$ cat config.mk
export PLATFORM = sky130hd
export DESIGN_NAME = length_prefixed_frame_parser
export DESIGN_NICKNAME = d
export VERILOG_FILES = /design/src/hdl/lpfp_pkg.sv /design/src/hdl/length_prefixed_frame_parser.sv
export SDC_FILE = /design/constraint.sdc
export NUM_CORES = 1
export LEC_CHECK = 0
export BUFFER_PORTS_ARGS = -buffer_cell sky130_fd_sc_hd__buf_2
export CAP_MARGIN = 5
export CELL_PAD_IN_SITES_DETAIL_PLACEMENT = 1
export CELL_PAD_IN_SITES_GLOBAL_PLACEMENT = 2
export CORE_MARGIN = 5
export CORE_UTILIZATION = 36
export CTS_BUF_LIST = sky130_fd_sc_hd__clkbuf_2
export DETAILED_ROUTE_END_ITERATION = 8
export PLACE_DENSITY = 0.87
export SYNTH_ARGS = -nofsm -noshare
export SYNTH_HDL_FRONTEND = slang
export SYNTH_SLANG_ARGS = --single-unit
$ cat constraint.sdc
create_clock -name clk -period 11.35 [get_ports clk]
set_input_delay 0 -clock clk [delete_from_list [all_inputs] [get_ports clk]]
set_output_delay 0 -clock clk [all_outputs]
set_load 0.005 [all_outputs]
$ cat src/hdl/lpfp_pkg.sv
`default_nettype none

package lpfp_pkg;

	typedef enum logic [2:0] {
		PH_SIZE   = 3'd0,
		PH_EXSIZE = 3'd1,
		PH_ID     = 3'd2,
		PH_DATA   = 3'd3,
		PH_CCODE  = 3'd4,
		PH_CBODY  = 3'd5
	} phase_t;

	typedef enum logic [2:0] {
		K_DHDR  = 3'd0,
		K_DBYTE = 3'd1,
		K_CHDR  = 3'd2,
		K_CBYTE = 3'd3,
		K_ERR   = 3'd4
	} kind_t;

	localparam logic [15:0] SIZE_ESCAPE = 16'hFFFF;
	localparam logic [2:0] EXSIZE_LAST = 3'd7;
	localparam logic [63:0] CODE_BYTES = 64'd4;

endpackage

`default_nettype wire

$ cat src/hdl/length_prefixed_frame_parser.sv
// channel   signals                                                 direction
// rx        rx_valid, rx_stall, rx_byte                             byte stream in
// res       res_valid, res_stall, kind .. last (seven fields)       results out
//
// one byte per cycle unless res_stall holds; a byte and then its result are registered
// the byte register in front of the parser lets a byte in while a result is held
// reset puts the parser in the size phase with all counters cleared
// rx_stall rises only when the byte register is full and the result register is stalled
`default_nettype none

module length_prefixed_frame_parser
	import lpfp_pkg::*;
(
	input  wire logic               clk,
	input  wire logic               arst_n,
	input  wire logic               rx_valid,
	output logic                    rx_stall,
	input  wire logic [7:0]         rx_byte,
	output logic                    res_valid,
	input  wire logic               res_stall,
	output logic [2:0]              kind,
	output logic [15:0]             message_id,
	output logic [63:0]             payload_size,
	output logic [7:0]              payload_byte,
	output logic [63:0]             byte_offset,
	output logic signed [31:0]      control_code,
	output logic                    last
);

	logic        valid_s1;
	logic [7:0]  byte_s1;

	phase_t      phase_q, phase_d;
	logic [2:0]  fbc_q, fbc_d;
	logic [63:0] size_q, size_d;
	logic [63:0] offset_q, offset_d;
	logic [15:0] id_q, id_d;
	logic [31:0] code_q, code_d;

	logic        res_valid_q;
	kind_t       kind_q, kind_d;
	logic [15:0] id_res_q, id_res_d;
	logic [63:0] size_res_q;
	logic [7:0]  byte_res_q, byte_res_d;
	logic [63:0] off_res_q, off_res_d;
	logic [31:0] code_res_q, code_res_d;
	logic        last_q, last_d;
	logic        emit_d;

	logic        advance;
	logic [63:0] offset_inc;
	logic [15:0] id_full;
	logic [31:0] code_new;
	logic [15:0] size_short;

	assign advance  = valid_s1 && (!res_valid_q || !res_stall);
	assign rx_stall = valid_s1 && !advance;

	assign offset_inc = offset_q + 64'd1;
	assign id_full    = {id_q[7:0], byte_s1};
	assign code_new   = {code_q[23:0], byte_s1};
	assign size_short = {size_q[7:0], byte_s1};

	// input byte register
	always_ff @(posedge clk or negedge arst_n) begin
		if (!arst_n) begin
			valid_s1 <= 1'b0;
		end else if (!rx_stall) begin
			valid_s1 <= rx_valid;
		end
	end

	always_ff @(posedge clk) begin
		if (rx_valid && !rx_stall) begin
			byte_s1 <= rx_byte;
		end
	end

	always_comb begin
		phase_d    = phase_q;
		fbc_d      = fbc_q;
		size_d     = size_q;
		offset_d   = offset_q;
		id_d       = id_q;
		code_d     = code_q;
		emit_d     = 1'b0;
		kind_d     = K_ERR;
		id_res_d   = 16'd0;
		byte_res_d = 8'd0;
		off_res_d  = 64'd0;
		code_res_d = 32'd0;
		last_d     = 1'b0;
		case (phase_q)
			PH_EXSIZE: begin
				size_d = {size_q[55:0], byte_s1};
				if (fbc_q == EXSIZE_LAST) begin
					fbc_d   = 3'd0;
					phase_d = PH_ID;
				end else begin
					fbc_d = fbc_q + 3'd1;
				end
			end
			PH_ID: begin
				if (fbc_q == 3'd0) begin
					id_d  = {8'd0, byte_s1};
					fbc_d = 3'd1;
				end else begin
					id_d     = id_full;
					fbc_d    = 3'd0;
					offset_d = 64'd0;
					code_d   = 32'd0;
					if (id_full != 16'd0) begin
						emit_d   = 1'b1;
						kind_d   = K_DHDR;
						id_res_d = id_full;
						last_d   = (size_q == 64'd0);
						phase_d  = (size_q == 64'd0) ? PH_SIZE : PH_DATA;
					end else if (size_q == 64'd0) begin
						emit_d  = 1'b1;
						kind_d  = K_ERR;
						last_d  = 1'b1;
						phase_d = PH_SIZE;
					end else begin
						phase_d = PH_CCODE;
					end
				end
			end
			PH_DATA: begin
				emit_d     = 1'b1;
				kind_d     = K_DBYTE;
				id_res_d   = id_q;
				byte_res_d = byte_s1;
				off_res_d  = offset_q;
				last_d     = (offset_inc == size_q);
				offset_d   = offset_inc;
				if (offset_inc == size_q) begin
					phase_d = PH_SIZE;
				end
			end
			PH_CCODE: begin
				code_d   = code_new;
				offset_d = offset_inc;
				if (offset_inc >= CODE_BYTES) begin
					emit_d     = 1'b1;
					kind_d     = K_CHDR;
					code_res_d = code_new;
					last_d     = (size_q == CODE_BYTES);
					phase_d    = (size_q == CODE_BYTES) ? PH_SIZE : PH_CBODY;
				end else if (offset_inc == size_q) begin
					// control payload too short to hold its code
					emit_d  = 1'b1;
					kind_d  = K_ERR;
					last_d  = 1'b1;
					phase_d = PH_SIZE;
				end
			end
			PH_CBODY: begin
				emit_d     = 1'b1;
				kind_d     = K_CBYTE;
				byte_res_d = byte_s1;
				off_res_d  = offset_q;
				code_res_d = code_q;
				last_d     = (offset_inc == size_q);
				offset_d   = offset_inc;
				if (offset_inc == size_q) begin
					phase_d = PH_SIZE;
				end
			end
			default: begin
				phase_d = PH_SIZE;
				if (fbc_q == 3'd0) begin
					size_d = {56'd0, byte_s1};
					fbc_d  = 3'd1;
				end else begin
					fbc_d = 3'd0;
					if (size_short == SIZE_ESCAPE) begin
						size_d  = 64'd0;
						phase_d = PH_EXSIZE;
					end else begin
						size_d  = {48'd0, size_short};
						phase_d = PH_ID;
					end
				end
			end
		endcase
	end

	always_ff @(posedge clk or negedge arst_n) begin
		if (!arst_n) begin
			phase_q     <= PH_SIZE;
			fbc_q       <= 3'd0;
			size_q      <= 64'd0;
			offset_q    <= 64'd0;
			id_q        <= 16'd0;
			code_q      <= 32'd0;
			res_valid_q <= 1'b0;
		end else begin
			if (advance) begin
				phase_q  <= phase_d;
				fbc_q    <= fbc_d;
				size_q   <= size_d;
				offset_q <= offset_d;
				id_q     <= id_d;
				code_q   <= code_d;
			end
			if (advance && emit_d) begin
				res_valid_q <= 1'b1;
			end else if (!res_stall) begin
				res_valid_q <= 1'b0;
			end
		end
	end

	// result register
	always_ff @(posedge clk) begin
		if (advance && emit_d) begin
			kind_q     <= kind_d;
			id_res_q   <= id_res_d;
			size_res_q <= size_d;
			byte_res_q <= byte_res_d;
			off_res_q  <= off_res_d;
			code_res_q <= code_res_d;
			last_q     <= last_d;
		end
	end

	assign res_valid    = res_valid_q;
	assign kind         = kind_q;
	assign message_id   = id_res_q;
	assign payload_size = size_res_q;
	assign payload_byte = byte_res_q;
	assign byte_offset  = off_res_q;
	assign control_code = code_res_q;
	assign last         = last_q;

`ifndef ASSERT_OFF
	a_last_ends_message: assert property (@(posedge clk) disable iff (!arst_n)
		(advance && emit_d && last_d) |=> (phase_q == PH_SIZE && fbc_q == 3'd0))
		else $error("message end did not return to size phase");

	a_error_is_last: assert property (@(posedge clk) disable iff (!arst_n)
		(res_valid_q && kind_q == K_ERR) |-> (last_q && id_res_q == 16'd0))
		else $error("framing error result without last or with an id");

	a_data_has_id: assert property (@(posedge clk) disable iff (!arst_n)
		(phase_q == PH_DATA) |-> (id_q != 16'd0))
		else $error("data phase with zero message id");

	a_code_phase_bounds: assert property (@(posedge clk) disable iff (!arst_n)
		(phase_q == PH_CCODE) |-> (id_q == 16'd0 && offset_q < CODE_BYTES))
		else $error("control code phase out of bounds");

	a_id_count: assert property (@(posedge clk) disable iff (!arst_n)
		(phase_q == PH_ID || phase_q == PH_SIZE) |-> (fbc_q <= 3'd1))
		else $error("two-byte field count out of range");
`endif

endmodule

`default_nettype wire

==> out/metrics.cfg <==
[run_status]
status=finished clean

[timing]
finalSetupTns_ps=0
min_period_over_period_pct=53.07
setup_violations=0
whs_ps=170.8
period_needed_ps=6023
layout_setup_ws_ps=5327
slew_violations=0
rsz0062_at_grt=false
finClkSkew_ps=152.4
worst_pin_slew_ps=1242
hold_violations=0
max_slew_margin_pct=16.45
max_freq_ghz=0.1660

[floorplanning]
die_y_um=243.0
start_util_pct=36.32
rows=85
design.die.area_um2=59060
boundaryPins=202
die_w_um=243.0
coreArea_um2=53810

[critical_path]
critPathLaunch=offset_q[12]
arrival_ps=6680
cpMostUsedCell=nand4_1
critPathKind=flip-flop to flip-flop
cpPeakStageDelay_ps=870
worstSetupStartpointType=flip-flop
crit_chain=nand4_1 > nor4_2 > nand4_1 > nor2_1 > o221ai_1 > a2111oi_0 > nand4_1 > nand4b_2 > and4b_1 > nor2_4 > buf_12
r2r_start=offset_q[12]
cp_num_buf_inv=1
worstPathMaxFanout=188
cpLargestDelayFamily=simple AND/OR/NAND/NOR gates
required_ps=12010
crit_path_top_delay_cell=nor4_2
endpoint_kind=flip-flop

[power_and_ir_drop]
p_leak_nw=9.143
powerDensity_nw_per_um2=235.7
ir_drop_mv=0.2299
fin_total_pwr_mw=5.274

[placed_design]
placed_cells_incl_taps=2717
hpwl_um=55400
io_buffers=201
dpl-instance-area_um2=20990
pre_cts_ws_ps=5509
place.gp.congestion=0.9400

[routing]
postRouteAntennaNets=0
wl_per_cell_um=27.11
drcViolationCount=0
drt_first_iter_violations=1511
wl_um=79880
avgViaCountPerCell=5.845
first_pass_iters=5
num_vias=17225

[logic_synthesis]
syn-num-nets=1977
ys.flop_type=edfxtp_1
async_flop_share_pct=48.42
synth_edf_count=196
synth_warnings=0
yosysMostFrequentCell=nand2_1
ys_seq_area_share_pct=53.67
syn_avg_cell_area_um2=9.967
yosysUniqueCellTypes=83
synth_area_leader_cell=edfxtp_1
synth.cell_area_um2=19550
synth_common_cells=nand2_1 (386), edfxtp_1 (196), dfrtp_1 (184)
synth_top_area_share_pct=30.11
synthTopCellsByArea=edfxtp_1 (30%), dfrtp_1 (24%), nand2_1 (7.4%)
synthCells=1961
ys_ff_latch=380

[grt]
grt_max_degree=189
gr-total-overflow=0
grt_pass1_vias=17539
grt_use_total_pct=26.27
grt_pass1_wl_um=118500
antenna_found_initial=3

[clock_tree]
postCtsHoldBufs=32
post_cts_buffers=0
clk_path_buf_depth=3
root_buffer=clkbuf_2
cts_resized=0
clkSinkCount=380
cts_made_buffers=103
clock_latency_ps=1180
cts_tree=done
clk_pin_slew_ps=110
htreeDepth=3

[layout]
syn2layout_area_growth_pct=14.47
drive_gt1_share_pct=20.04
fin_cells=2947
fin_area_um2=22370
fin_util_pct=41.58
nNetsFinal=2177

[flow_run]
max_cap_violations=0

[worst_hold_path]
min-delay-start=rx_byte[3]
hold_class=input pin to flip-flop

[layout by cell type, fill, tap and decap left out, types with 22 or more instances in the layout]
master         count
a21oi_1           33
a22o_1           118
and2_1            74
buf_2            201
buf_4             22
clkbuf_2         161
clkinv_1          23
dfrtp_1          184
dlygate4sd3_1     31
edfxtp_1         196
nand2_1          384
nand3_1           56
nand4_1           61
nor2_1            95
nor3_1            32
nor4_1            56
o21ai_0          128
o31ai_1           31
xnor2_1           59
xor2_1            30
[path summary, 6_finish.rpt]
| check | endpoint | slack, ps | cells after the start |
|---|---|---|---|
| hold reg to reg | code_q[30] | 500 | 2 |
| hold / removal | byte_s1[3] | 170 | 3 |
| setup reg to reg | byte_offset[22] | 5330 | 11 |
| setup / recovery | byte_offset[22] | 5330 | 11 |
| max in group asynchronous | code_q[28] | 9880 | 5 |
| min in group asynchronous | offset_q[36] | 570 | 5 |
[worst reg2reg max path: stages (launching register included)]
cell,delay (ps)
dfrtp_1,610
nand4_1,370
nor4_2,870
nand4_1,670
nor2_1,580
o221ai_1,190
a2111oi_0,390
nand4_1,190
nand4b_2,380
and4b_1,350
nor2_4,130
buf_12,640
[flip-flops by register name, indices dropped and copies added, names as in the netlist]
name,cells
fbc_q,3
kind,3
payload_size,64
id_q,16
valid_s1,1
message_id,16
byte_offset,64
res_valid,1
size_q,64
phase_q,3
last,1
control_code,32
code_q,32
offset_q,64
payload_byte,8
byte_s1,8
[report_power, final]
group | internal [mW] | switching, mW
Clock | 0.431 | 0.643
Sequential | 1.94 | 0.440
Combinational | 0.633 | 1.19
Total | 3.00 | 2.27
[per-layer routing]
| layer | vias up | global-route usage (%) | wire (um) |
|---|---|---|---|
| li1 | 7611 | - | - |
| met4 | 2 | 9.663 | 2917 |
| met1 | 8752 | 34.63 | 33760 |
| met5 | - | 0 | 7 |
| met3 | 160 | 4.334 | 4807 |
| met2 | 700 | 43.86 | 38390 |
[layout make-up]
type	instances	area, um2
Fill cell	6218	31440
Sequential cell	380	10490
Multi-Input combinational cell	1396	8347
Timing Repair Buffer	259	1559
Tap cell	696	870.8
Clock buffer	160	800.8
Clock inverter	34	225.2
Inverter	21	78.83
Antenna cell	1	2.502
[cells by family after synthesis]
logic type,Yosys count,share of synthesized area [%]
compound gates,388,13.85
mux,23,1.280
xor+xnor,92,4.334
simple gates,889,22.65
flops,380,53.67
buf+inv,185,3.962
fa+ha+maj,4,0.2561
No activity file was read; power rests on OpenSTA's default activity.
